## src/design/bclk_pkg.sv

```systemverilog
// Shared types and constants for the BCD alarm clock core.
// Holds the queue item, the result layout and the action codes; no dependencies.
package bclk_pkg;

   // Default number of alarm entries
   localparam int ALARM_COUNT_DEF = 4;

   // Field widths of one request, the queue item and the fire masks
   localparam int MODE_W    = 3;
   localparam int IDX_IN_W  = 2;
   localparam int REG_W     = 8;
   localparam int HOURS_W   = 6;
   localparam int MINUTES_W = 7;
   localparam int FIRE_W    = 4;

   // Request tdata layout: alarm_sel, hours_reg, minutes_reg, zero fill
   localparam int HOURS_LSB   = IDX_IN_W;
   localparam int MINUTES_LSB = IDX_IN_W + REG_W;
   localparam int REQ_DATA_W  = ((IDX_IN_W + 2 * REG_W + 7) / 8) * 8;

   // Depth of the queue between front and back end
   localparam int QUEUE_DEPTH = 2;

   // Left digit pair shown while an alarm mode is displayed
   localparam logic [7:0] DISP_MODE_TAG = 8'h0A;

   // Action codes, equal to the request mode field
   typedef enum logic [MODE_W-1:0] {
      OP_TIME_READ     = 3'd0,
      OP_ALM_HOUR_UP   = 3'd1,
      OP_ALM_MIN_UP    = 3'd2,
      OP_ALM_MODE_UP   = 3'd3,
      OP_ALM_MODE_DOWN = 3'd4,
      OP_ALM_VIEW      = 3'd5,
      OP_TIME_HOUR_UP  = 3'd6,
      OP_TIME_MIN_UP   = 3'd7
   } op_type;

   // One classified action waiting for the back end
   typedef struct packed {
      op_type                 op;
      logic [IDX_IN_W-1:0]    idx;
      logic [HOURS_W-1:0]     hours;
      logic [MINUTES_W-1:0]   minutes;
   } item_type;

   // Result tdata layout, lowest field last
   typedef struct packed {
      logic [MINUTES_W-1:0] write_minutes;
      logic [HOURS_W-1:0]   write_hours;
      logic [FIRE_W-1:0]    radio_fire;
      logic [FIRE_W-1:0]    buzzer_fire;
      logic                 auto_flag;
      logic                 pm_flag;
      logic                 colon_flag;
      logic [7:0]           display_low;
      logic [7:0]           display_high;
   } rsp_data_type;

   localparam int RSP_DATA_W = $bits(rsp_data_type);

   // Full result transaction
   typedef struct packed {
      logic         write_valid;
      rsp_data_type data;
   } rsp_type;

endpackage

```

## src/design/bclk_front.sv

```systemverilog
// Front end: accepts request transactions, masks the clock bytes and folds
// the alarm index into range. Depends on bclk_pkg.
module bclk_front
   import bclk_pkg::*;
#(
   parameter int ALARM_COUNT = ALARM_COUNT_DEF
) (
   input  logic                  req_tvalid,
   output logic                  req_tready,
   input  logic [REQ_DATA_W-1:0] req_tdata,
   input  logic [MODE_W-1:0]     req_tuser,
   input  logic                  q_full,
   output logic                  q_push,
   output item_type              q_item
);

   localparam int CNT_BITS  = $clog2(ALARM_COUNT + 1);
   localparam int RED_W     = (CNT_BITS > IDX_IN_W) ? CNT_BITS : IDX_IN_W;
   localparam int RED_STEPS = (2 ** IDX_IN_W) - 1;

   logic [RED_W-1:0] idx_red;

   // Fold the alarm index below the alarm count by repeated subtraction
   always_comb begin
      idx_red = RED_W'(req_tdata[IDX_IN_W-1:0]);
      for (int k = 0; k < RED_STEPS; k++) begin
         if (idx_red >= RED_W'(ALARM_COUNT)) begin
            idx_red = idx_red - RED_W'(ALARM_COUNT);
         end
      end
   end

   // Build the queue item
   always_comb begin
      q_item.op      = op_type'(req_tuser);
      q_item.idx     = idx_red[IDX_IN_W-1:0];
      q_item.hours   = req_tdata[HOURS_LSB +: HOURS_W];
      q_item.minutes = req_tdata[MINUTES_LSB +: MINUTES_W];
   end

   // Take a transaction whenever the queue has room
   assign req_tready = !q_full;
   assign q_push     = req_tvalid && !q_full;

endmodule

```

## src/design/bclk_fifo.sv

```systemverilog
// Short register queue between the front end and the back end.
// Depends on bclk_pkg for the item type and depth.
module bclk_fifo
   import bclk_pkg::*;
(
   input  logic     clock,
   input  logic     reset,
   input  logic     push,
   input  item_type push_item,
   output logic     full,
   input  logic     pop,
   output logic     pop_valid,
   output item_type pop_item
);

   localparam int PTR_W = (QUEUE_DEPTH > 1) ? $clog2(QUEUE_DEPTH) : 1;
   localparam int CNT_W = $clog2(QUEUE_DEPTH + 1);

   item_type          slots_ff [QUEUE_DEPTH];
   logic [PTR_W-1:0]  wr_ptr_ff, wr_ptr_in;
   logic [PTR_W-1:0]  rd_ptr_ff, rd_ptr_in;
   logic [CNT_W-1:0]  count_ff, count_in;

   assign full      = (count_ff == CNT_W'(QUEUE_DEPTH));
   assign pop_valid = (count_ff != '0);
   assign pop_item  = slots_ff[rd_ptr_ff];

   // Advance pointers and occupancy
   always_comb begin
      wr_ptr_in = wr_ptr_ff;
      rd_ptr_in = rd_ptr_ff;
      count_in  = count_ff;
      if (push) begin
         wr_ptr_in = (wr_ptr_ff == PTR_W'(QUEUE_DEPTH - 1)) ? '0 : wr_ptr_ff + 1'b1;
      end
      if (pop) begin
         rd_ptr_in = (rd_ptr_ff == PTR_W'(QUEUE_DEPTH - 1)) ? '0 : rd_ptr_ff + 1'b1;
      end
      if (push && !pop) begin
         count_in = count_ff + 1'b1;
      end else if (pop && !push) begin
         count_in = count_ff - 1'b1;
      end
   end

   always_ff @(posedge clock) begin
      if (reset) begin
         wr_ptr_ff <= '0;
         rd_ptr_ff <= '0;
         count_ff  <= '0;
      end else begin
         wr_ptr_ff <= wr_ptr_in;
         rd_ptr_ff <= rd_ptr_in;
         count_ff  <= count_in;
      end
   end

   // Store the pushed item; clear the slots so an empty queue shows a known item
   always_ff @(posedge clock) begin
      if (reset) begin
         for (int i = 0; i < QUEUE_DEPTH; i++) begin
            slots_ff[i] <= '0;
         end
      end else if (push) begin
         slots_ff[wr_ptr_ff] <= push_item;
      end
   end

endmodule

```

## src/design/bclk_back.sv

```systemverilog
// Back end: holds the alarm table, last time and display format; executes one queued
// action per cycle into the result register while it is free or being taken. Depends on bclk_pkg.
module bclk_back
   import bclk_pkg::*;
#(
   parameter int ALARM_COUNT = ALARM_COUNT_DEF
) (
   input  logic     clock,
   input  logic     reset,
   input  logic     csr_wr_en,
   input  logic     csr_wr_data,
   input  logic     q_valid,
   input  item_type q_item,
   output logic     q_pop,
   output logic     rsp_valid,
   input  logic     rsp_ready,
   output rsp_type  rsp
);

   localparam int IDX_W  = (ALARM_COUNT > 1) ? $clog2(ALARM_COUNT) : 1;
   localparam int FIRE_N = (ALARM_COUNT < FIRE_W) ? ALARM_COUNT : FIRE_W;

   localparam logic [1:0] AM_OFF    = 2'd0;
   localparam logic [1:0] AM_BUZZER = 2'd1;
   localparam logic [1:0] AM_RADIO  = 2'd2;

   localparam logic [7:0] HOUR_MAX  = 8'h23;
   localparam logic [7:0] MIN_MAX   = 8'h59;
   localparam logic [7:0] CODE_BUZ  = 8'h0B;
   localparam logic [7:0] CODE_RAD  = 8'h0F;

   localparam logic [HOURS_W-1:0]   H_NOON  = 6'h12;
   localparam logic [HOURS_W-1:0]   H_DAY   = 6'h24;
   localparam logic [HOURS_W-1:0]   H_20    = 6'h20;
   localparam logic [HOURS_W-1:0]   H_21    = 6'h21;
   localparam logic [HOURS_W-1:0]   H_18    = 6'h18;
   localparam logic [MINUTES_W-1:0] M_LAST  = 7'h59;

   // BCD carry into the tens digit, then wrap past the limit
   function automatic logic [7:0] bcd_step(input logic [7:0] v, input logic [7:0] limit);
      logic [7:0] r;
      r = v;
      if (r[3:0] >= 4'hA) begin
         r = r + 8'h06;
      end
      if (r > limit) begin
         r = 8'h00;
      end
      return r;
   endfunction

   logic [HOURS_W-1:0]   alarm_hours_ff   [ALARM_COUNT];
   logic [MINUTES_W-1:0] alarm_minutes_ff [ALARM_COUNT];
   logic [1:0]           alarm_modes_ff   [ALARM_COUNT];
   logic [HOURS_W-1:0]   last_hours_ff;
   logic [MINUTES_W-1:0] last_minutes_ff;
   logic                 hour_form_ff;
   logic                 rsp_valid_ff, rsp_valid_in;
   rsp_type              rsp_ff, rsp_in;

   logic [IDX_W-1:0]     idx;
   logic [HOURS_W-1:0]   sel_h, step_h, show_h, fmt_h;
   logic [MINUTES_W-1:0] sel_m, step_m, show_m, fmt_m;
   logic [1:0]           sel_md, new_md;
   logic [7:0]           step_h_full, step_m_full, wr_h_full, wr_m_full;
   logic                 pm, any_on;
   logic [FIRE_W-1:0]    buz, rad;
   logic [FIRE_W-1:0]    hit;

   assign idx   = IDX_W'(q_item.idx);
   assign sel_h  = alarm_hours_ff[idx];
   assign sel_m  = alarm_minutes_ff[idx];
   assign sel_md = alarm_modes_ff[idx];

   // Execute when an action waits and the result register is free
   assign q_pop = q_valid && (!rsp_valid_ff || rsp_ready);

   // Step the selected alarm time and the time to write back
   always_comb begin
      step_h_full = bcd_step(8'(sel_h) + 8'd1, HOUR_MAX);
      step_m_full = bcd_step(8'(sel_m) + 8'd1, MIN_MAX);
      wr_h_full   = bcd_step(8'(q_item.hours) + 8'((q_item.op == OP_TIME_HOUR_UP) ? 1 : 0),
                             HOUR_MAX);
      wr_m_full   = bcd_step(8'(q_item.minutes) + 8'((q_item.op == OP_TIME_MIN_UP) ? 1 : 0),
                             MIN_MAX);
      step_h      = step_h_full[HOURS_W-1:0];
      step_m      = step_m_full[MINUTES_W-1:0];
   end

   // Cycle the alarm mode
   always_comb begin
      if (q_item.op == OP_ALM_MODE_UP) begin
         new_md = (sel_md >= AM_RADIO) ? AM_OFF : sel_md + 2'd1;
      end else begin
         new_md = (sel_md == AM_OFF) ? AM_RADIO : sel_md - 2'd1;
      end
   end

   // Check whether any alarm is on
   always_comb begin
      any_on = 1'b0;
      for (int i = 0; i < ALARM_COUNT; i++) begin
         any_on = any_on || (alarm_modes_ff[i] != AM_OFF);
      end
   end

   // Match enabled alarms against the new time; fire only if hour and minute both differ from the last time
   always_comb begin
      hit = '0;
      buz = '0;
      rad = '0;
      for (int i = 0; i < FIRE_N; i++) begin
         hit[i] = (alarm_hours_ff[i] == q_item.hours) &&
                  (alarm_hours_ff[i] != last_hours_ff) &&
                  (alarm_minutes_ff[i] == q_item.minutes) &&
                  (alarm_minutes_ff[i] != last_minutes_ff) &&
                  (alarm_modes_ff[i] != AM_OFF);
         buz[i] = hit[i] && (alarm_modes_ff[i] == AM_BUZZER);
         rad[i] = hit[i] && (alarm_modes_ff[i] != AM_BUZZER);
      end
   end

   // Pick the time to display
   always_comb begin
      unique case (q_item.op)
         OP_TIME_READ: begin
            show_h = q_item.hours;
            show_m = q_item.minutes;
         end
         OP_ALM_HOUR_UP: begin
            show_h = step_h;
            show_m = sel_m;
         end
         OP_ALM_MIN_UP: begin
            show_h = sel_h;
            show_m = step_m;
         end
         default: begin
            show_h = sel_h;
            show_m = sel_m;
         end
      endcase
   end

   // Format hours for 12- or 24-hour display; minutes past 59 show as zero
   always_comb begin
      pm    = 1'b0;
      fmt_h = show_h;
      if (hour_form_ff) begin
         if (show_h >= H_DAY) begin
            fmt_h = '0;
         end
      end else begin
         pm = (show_h >= H_NOON);
         if (show_h == '0) begin
            fmt_h = H_NOON;
         end else if (show_h == H_20 || show_h == H_21) begin
            fmt_h = show_h - H_18;
         end else if (show_h > H_NOON) begin
            fmt_h = show_h - H_NOON;
         end
      end
      fmt_m = (show_m > M_LAST) ? '0 : show_m;
   end

   // Assemble the result
   always_comb begin
      rsp_in = '0;
      unique case (q_item.op)
         OP_TIME_READ, OP_ALM_HOUR_UP, OP_ALM_MIN_UP, OP_ALM_VIEW: begin
            rsp_in.data.display_high = 8'(fmt_h);
            rsp_in.data.display_low  = 8'(fmt_m);
            rsp_in.data.colon_flag   = 1'b1;
            rsp_in.data.pm_flag      = pm;
            rsp_in.data.auto_flag    = any_on;
            if (q_item.op == OP_TIME_READ) begin
               rsp_in.data.buzzer_fire = buz;
               rsp_in.data.radio_fire  = rad;
            end
         end
         OP_ALM_MODE_UP, OP_ALM_MODE_DOWN: begin
            rsp_in.data.display_high = DISP_MODE_TAG;
            rsp_in.data.display_low  = (new_md == AM_OFF)    ? 8'h00 :
                                       (new_md == AM_BUZZER) ? CODE_BUZ : CODE_RAD;
            rsp_in.data.auto_flag    = (new_md != AM_OFF);
         end
         OP_TIME_HOUR_UP, OP_TIME_MIN_UP: begin
            rsp_in.write_valid        = 1'b1;
            rsp_in.data.write_hours   = wr_h_full[HOURS_W-1:0];
            rsp_in.data.write_minutes = wr_m_full[MINUTES_W-1:0];
         end
      endcase
   end

   // Hold the result until taken, refill on execute
   always_comb begin
      if (q_pop) begin
         rsp_valid_in = 1'b1;
      end else if (rsp_ready) begin
         rsp_valid_in = 1'b0;
      end else begin
         rsp_valid_in = rsp_valid_ff;
      end
   end

   // Update the alarm table, last time and format register
   always_ff @(posedge clock) begin
      if (reset) begin
         for (int i = 0; i < ALARM_COUNT; i++) begin
            alarm_hours_ff[i]   <= '0;
            alarm_minutes_ff[i] <= '0;
            alarm_modes_ff[i]   <= AM_OFF;
         end
         last_hours_ff   <= '0;
         last_minutes_ff <= '0;
         hour_form_ff    <= 1'b0;
         rsp_valid_ff    <= 1'b0;
      end else begin
         rsp_valid_ff <= rsp_valid_in;
         if (csr_wr_en) begin
            hour_form_ff <= csr_wr_data;
         end
         if (q_pop) begin
            unique case (q_item.op)
               OP_TIME_READ: begin
                  last_hours_ff   <= q_item.hours;
                  last_minutes_ff <= q_item.minutes;
               end
               OP_ALM_HOUR_UP:                   alarm_hours_ff[idx]   <= step_h;
               OP_ALM_MIN_UP:                    alarm_minutes_ff[idx] <= step_m;
               OP_ALM_MODE_UP, OP_ALM_MODE_DOWN: alarm_modes_ff[idx]   <= new_md;
               OP_ALM_VIEW, OP_TIME_HOUR_UP, OP_TIME_MIN_UP: begin
               end
            endcase
         end
      end
   end

   // Load the result payload
   always_ff @(posedge clock) begin
      if (q_pop) begin
         rsp_ff <= rsp_in;
      end
   end

   assign rsp_valid = rsp_valid_ff;
   assign rsp       = rsp_ff;

endmodule

```

## src/design/bcd_alarm_clock_core.sv

```systemverilog
// Top level of the BCD alarm clock core: front end, queue and back end.
// Depends on bclk_pkg, bclk_front, bclk_fifo and bclk_back.
//
// Each request transaction is one action (time reading, alarm edit, alarm
// view or time increment, selected by req_tuser) and yields exactly one
// response transaction, in order. The core sustains one action per clock
// cycle while the response side is ready: the back end reads and updates its
// alarm table once per cycle, and a two-entry queue between the front end and
// the back end lets intake and execution stall separately. A request passes
// through the queue register, then the result register, before its response
// is presented. Alarm state is in flip-flops cleared by reset, so the core
// takes requests right after reset. The hour form (0 twelve-hour with PM flag,
// 1 twenty-four-hour) is written through csr_wr_en/csr_wr_data; the user must
// write it only while the core is idle, as the block does not enforce this.
module bcd_alarm_clock_core
   import bclk_pkg::*;
#(
   parameter int ALARM_COUNT = ALARM_COUNT_DEF
) (
   input  logic                  clock,
   input  logic                  reset,
   input  logic                  req_tvalid,
   output logic                  req_tready,
   // alarm_sel[1:0], hours_reg[9:2], minutes_reg[17:10], zero fill
   input  logic [REQ_DATA_W-1:0] req_tdata,
   // mode[2:0]
   input  logic [MODE_W-1:0]     req_tuser,
   output logic                  rsp_tvalid,
   input  logic                  rsp_tready,
   // display_high[7:0], display_low[15:8], colon_flag[16], pm_flag[17],
   // auto_flag[18], buzzer_fire[22:19], radio_fire[26:23],
   // write_hours[32:27], write_minutes[39:33]
   output logic [RSP_DATA_W-1:0] rsp_tdata,
   // write_valid[0]
   output logic                  rsp_tuser,
   input  logic                  csr_wr_en,
   input  logic                  csr_wr_data
);

   logic     q_full, q_push, q_pop, q_valid;
   item_type push_item, pop_item;
   rsp_type  rsp;

   // Accept and classify
   bclk_front #(
      .ALARM_COUNT (ALARM_COUNT)
   ) u_front (
      .req_tvalid (req_tvalid),
      .req_tready (req_tready),
      .req_tdata  (req_tdata),
      .req_tuser  (req_tuser),
      .q_full     (q_full),
      .q_push     (q_push),
      .q_item     (push_item)
   );

   // Decouple intake from execution
   bclk_fifo u_fifo (
      .clock     (clock),
      .reset     (reset),
      .push      (q_push),
      .push_item (push_item),
      .full      (q_full),
      .pop       (q_pop),
      .pop_valid (q_valid),
      .pop_item  (pop_item)
   );

   // Execute against the alarm state
   bclk_back #(
      .ALARM_COUNT (ALARM_COUNT)
   ) u_back (
      .clock       (clock),
      .reset       (reset),
      .csr_wr_en   (csr_wr_en),
      .csr_wr_data (csr_wr_data),
      .q_valid     (q_valid),
      .q_item      (pop_item),
      .q_pop       (q_pop),
      .rsp_valid   (rsp_tvalid),
      .rsp_ready   (rsp_tready),
      .rsp         (rsp)
   );

   assign rsp_tdata = rsp.data;
   assign rsp_tuser = rsp.write_valid;

endmodule

```

## config.mk

```make
export PLATFORM = sky130hd
export DESIGN_NAME = bcd_alarm_clock_core
export DESIGN_NICKNAME = d
export VERILOG_FILES = /design/src/design/bclk_pkg.sv /design/src/design/bclk_front.sv /design/src/design/bclk_fifo.sv /design/src/design/bclk_back.sv /design/src/design/bcd_alarm_clock_core.sv
export SDC_FILE = /design/constraint.sdc
export NUM_CORES = 1
export LEC_CHECK = 0
export BUFFER_PORTS_ARGS = -buffer_cell sky130_fd_sc_hd__buf_2
export CORE_ASPECT_RATIO = 1.75
export CORE_MARGIN = 10
export CORE_UTILIZATION = 50
export DETAILED_ROUTE_END_ITERATION = 10
export PLACE_DENSITY_LB_ADDON = 0.2
export SYNTH_ARGS = -nofsm -noshare
export SYNTH_HDL_FRONTEND = slang
export SYNTH_HIERARCHICAL = 1
export SYNTH_SLANG_ARGS = --single-unit
```

## constraint.sdc

```tcl
create_clock -name clock -period 8 [get_ports clock]
set_clock_uncertainty 0.2 [all_clocks]
set_input_delay 1.2 -clock clock [delete_from_list [all_inputs] [get_ports clock]]
set_output_delay 1.2 -clock clock [all_outputs]
set_load 0.05 [all_outputs]
```

Word-level counts from Yosys, hierarchy flattened
Memories as Yosys holds them, arrays and structs flattened. A register that Yosys moved wholly into a read port is not among the register bits.
Index checks and enable logic that the tools add are counted.

cells by class
  bitwise gates (word level) = 2
  add/subtract/negate cells = 16
  eq/ne operators = 35
  $mul = 0
  mux-type cells = 64
  magnitude comparators = 13
  reductions and logical operators = 61
  shifts and indexed selects = 0
  div/mod/pow operators = 0

operators by type and width
  operator                                                              number
  6-bit two-way mux                                                     8
  8-bit two-way mux                                                     5
  8-bit by 3-bit adder with 8-bit output, second input constant         4
  16-bit case mux with 2 select lines                                   1
  1-bit two-way mux                                                     31
  7-bit equality test                                                   4
  1-bit logical AND                                                     28
  7-bit two-way mux                                                     4
  7-bit inequality test                                                 4
  6-bit equality test                                                   4
  6-bit inequality test                                                 4
  18-bit two-way mux                                                    1
  2-bit two-way mux                                                     9
  18-bit OR reduction                                                   1
  4-bit greater-or-equal comparator, second input constant              4
  8-bit by 6-bit > comparator with 1-bit output, second input constant  2
  8-bit by 7-bit > comparator with 1-bit output, second input constant  2
  2-bit nonzero test                                                    8
  14-bit two-way mux                                                    1
  7-bit case mux with 2 select lines                                    1
  3-bit equality test, second input constant                            4
  6-bit equality test, second input constant                            2
  6-bit case mux with 2 select lines                                    1
  2-bit OR reduction                                                    6
  other kinds (30)                                                      52

storage, ports and cells
  memories = 4
  logic and storage cells = 212
  output and inout port bits = 43
  bits in writable memories = 96
  latch bits = 0
  flip-flop bits (word level) = 60
  input bits = 33
  ROM bits = 0

memory list
  name                     words  bits a word  rd ports  clocked after Yosys merged registers in  write ports  RTL line         text
  u_fifo.slots_ff          2      18           1         1                                        2            bclk_fifo.sv:19  item_type slots_ff [QUEUE_DEPTH];
  u_back.alarm_minutes_ff  4      7            5         0                                        4            bclk_back.sv:53  logic [MINUTES_W-1:0] alarm_minutes_ff [ALARM_COUNT];
  u_back.alarm_hours_ff    4      6            5         0                                        4            bclk_back.sv:52  logic [HOURS_W-1:0] alarm_hours_ff [ALARM_COUNT];
  u_back.alarm_modes_ff    4      2            5         0                                        4            bclk_back.sv:54  logic [1:0] alarm_modes_ff [ALARM_COUNT];

Longest topological paths before layout
An unclocked memory read counts as a cell.

  depth after elaboration = 13
  mapped depth = 22
  gate-level depth less buffers = 19

Modules after synthesis
The synthesis kept the hierarchy.

by module, submodules not included
  module      area each (um^2)  times used  cells an instance  seq. area each (um^2)
  bclk_back   8,084.0           1           865                3,243.1
  bclk_fifo   1,788.0           1           139                1,181.1
  bclk_front  145.1             1           20                 0.0

Worst setup path after synthesis
No wires, ideal clock.

  kind = reg2reg
  start = register (tool-made name)
  end = register u_back.rsp_ff (netlist bit u_back/rsp[2]), data pin
  cell stages (with the launch flop) = 23
  library setup time = 0.170 ns
  slack = 2.480 ns
  clock period less this slack = 5.520 ns
  required time = 7.630 ns
  path buffers = 4
  arrival time = 5.150 ns
  cell sequence = dfxtp_1 > buf_2 > buf_6 > mux2_2 > buf_6 > mux4_2 > ha_1 > xnor2_2 > ha_1 > a31oi_1 > a31oi_1 > or3b_1 > buf_2 > a31oi_2 > nand3_1 > a31oi_1 > inv_1 > ha_1 > and2_1 > a221oi_2 > nor2_1 > or4_1 > o31ai_1

RTL lines
  element                 RTL line          text
  end signal: assignment  bclk_back.sv:242  rsp_ff <= rsp_in;
  end: declaration        bclk_back.sv:59   rsp_type rsp_ff, rsp_in;

==> results.txt <==
multi-input gate area in the final layout: 5030 sq um
WL final: 26700 um
setup violators final: 0
Die ar.: 26300 sq um
status: completed
first-pass GRT wire length: 41900 um
Resized cells post-CTS: 0
Max Cap Violations: 0
FF-to-FF path depth: 19
row count: 68
Register Area: 4420 sq um
Post-DP HPWL: 19900 um
initial antenna violation count: 0
worst-margin pin slew: 978 ps
Post-CTS Setup Inserts: 0
DRC Markers: 0
# hold bufs at CTS: 0
Pwr Density: 375 nW/um^2
Final period util: 0.812
post-synthesis cell type count: 82
Area growth syn-to-layout: 8.34%
max-slew violation count: 0
peak fanout along the critical path: 26
number of H-tree levels: 4
Pleak: 0.00417 uW
Setup crit start kind: flop
crit path time final: 6500 ps
Top FF cell, synth: edfxtp_1
drt via density: 5.93
Mapped Avg Cell Area: 9.78 sq um
commonest cells in the netlist: nor2_1, edfxtp_1, nand2_1
CTS max path bufs: 2
Synth top area share: 0.402
largest net degree at the start of global routing: 48
WHS Path Cells: 2
crit end category: flop
GRT Util Overall: 0.202
Ys Warns: 6
asr flop ratio synth: 0
routed via count: 7630
critical path data required time: 8050 ps
Synth Instances: 1024
Final TNS setup: 0 ps
Cell Area, Synth: 10000 sq um
Core Util, Final: 0.550
post-synthesis sequential area ratio: 0.442
most frequent cell after synthesis: nor2_1
Ports: 76
TritonRoute pass-1 iters: 5
chip height: 207 um
Slew HR: 0.341
Inserted Clock Buffers: 17
RSZ-0062 raised after global routing: no
total grt overflow: 0
RePlAce Congestion: 0.931
Nets: 1082
Worst VDD drop: 0.235 mV
fmax: 154 MHz
core box area: 19700 sq um
Starting Density: 0.507
Crit Path Class: flop to flop
largest area contributor in the synthesized netlist: edfxtp_1
vias in the first global route: 7746
Fillers: 1794
clock slew at reported path FFs: 70 ps
Hold WC Path Type: flop to flop
Root Driver: clkbuf_16
Wirelength per Cell: 20.7 um
PortBufs: 63
chip width: 127 um
Iter 0 DRT Violations: 535
Final Hold Vio Count: 0
ant diodes: 0
CTS tree: done
Arr. time, crit path: 6540 ps
worst-skew pair later-pin latency: 430 ps
synth top area cells: edfxtp_1, xor2_1, nor2_1, xnor2_1, dfxtp_1
Yosys reg bits: 154
share of cells above drive strength 1: 0.141
Post-synth EDFFs: 134
antenna-violating nets left: 0
Clock Sinks: 154
[stage by stage]
step                      setup WS, ps  power [uW]  std cells  hold slack, ps  area [sq um]
after CTS                         1510        4070       1287             285         10900
after global routing              1070        4300       1287             323         10900
after global placement            1640        3220       1255             268         10200
final                             1500        4070       1287             291         10900
after floorplan                   2480        2760       1026             258         10000
after detailed placement          1570        3240       1255             273         10200
[worst max-delay path: stages, from the launching register on]
cell      delay, ps
dfxtp_1         310
buf_4           250
mux2_2          720
mux4_2          730
ha_1            320
xnor2_2         220
ha_1            250
a31oi_1         200
a31oi_1          90
or3b_1          470
a31oi_2         330
nand3_1         130
a31oi_1         500
inv_1           100
ha_1            240
and2_1          200
a221oi_2        430
nor2_1          100
or4_1           420
o31ai_1          90
[cell families (layout without fill, tap and decap cells)]
logic type	Yosys count	count (layout)	synth area share
xor gates and xnor gates	133	133	0.118
adders and majority gates	20	20	0.0250
DFF	154	154	0.442
buffers and inverters	122	138	0.0566
and+or+nand+nor	393	393	0.190
other	1	3	0.000374
AOI/OAI and AO/OA	162	162	0.108
muxes	39	39	0.0601
[layout by cell type, fill, tap and decap left out, types with 5 or more instances in the layout]
| cell | netlist | final |
|---|---|---|
| a211oi_1 | 6 | 6 |
| a21o_1 | 6 | 6 |
| a21oi_1 | 47 | 47 |
| a31oi_1 | 7 | 7 |
| and3_1 | 8 | 8 |
| buf_2 | 9 | 63 |
| clkbuf_16 | 0 | 17 |
| dfxtp_1 | 20 | 20 |
| edfxtp_1 | 134 | 134 |
| ha_1 | 20 | 20 |
| inv_1 | 40 | 40 |
| inv_6 | 0 | 5 |
| mux2_2 | 19 | 19 |
| mux2i_1 | 5 | 5 |
| mux4_2 | 15 | 15 |
| nand2_1 | 85 | 85 |
| nand2b_1 | 34 | 34 |
| nand3_1 | 25 | 25 |
| nand4_1 | 15 | 15 |
| nand4b_1 | 6 | 6 |
| nor2_1 | 149 | 149 |
| nor2b_1 | 8 | 8 |
| nor3_1 | 7 | 7 |
| nor3b_1 | 8 | 8 |
| nor4_1 | 19 | 19 |
| o21ai_0 | 30 | 30 |
| o21ai_1 | 8 | 8 |
| o22ai_1 | 6 | 6 |
| o31ai_1 | 7 | 7 |
| xnor2_1 | 55 | 55 |
| xor2_1 | 76 | 76 |
[state kept, by name, indices dropped and copies added (netlist names), 2 cells and up, named ones only]
register	cells
u_fifo/count_ff	2
u_back/last_minutes_ff	7
u_back/alarm_minutes_ff	28
u_back/last_hours_ff	6
u_back/alarm_modes_ff	8
u_back/rsp	38
u_back/alarm_hours_ff	24
u_fifo/slots_ff	36
[per-layer routing]
| metal | vias up | global-route usage | part of all wire |
|---|---|---|---|
| met2 | 253 | 0.359 | 0.53 |
| li1 | 3621 | - | - |
| met3 | 103 | 0.0327 | 0.040 |
| met5 | - | 0 | 0 |
| met4 | 0 | 0.144 | 0.070 |
| met1 | 3653 | 0.206 | 0.36 |
[final cells by class]
type / count / share of cell area
timing repair buffer: 65 / 0.0304
tap: 245 / 0.0282
multi-input combinational: 750 / 0.464
inverter: 41 / 0.0142
sequential: 154 / 0.408
clock inverter: 15 / 0.0164
clock buffer: 17 / 0.0392
[final timing paths]
check	start	end	slack (ps)
setup / recovery	flop	u_back/rsp[2]	1500
hold / removal	u_fifo/wr_ptr_ff	u_fifo/wr_ptr_ff	290
setup reg to reg	flop	u_back/rsp[2]	1500
hold reg to reg	u_fifo/wr_ptr_ff	u_fifo/wr_ptr_ff	290
[report_power, final]
part / switching [uW] / total (uW) / internal (uW) / leakage, uW
Sequential: 85.7 / 1170 / 1090 / 0.00154
Clock: 354 / 827 / 472 / 0.000293
Combinational: 1460 / 2070 / 619 / 0.00234
Total: 1900 / 4070 / 2180 / 0.00417
Note: power is estimated with default switching activity, not from simulation.
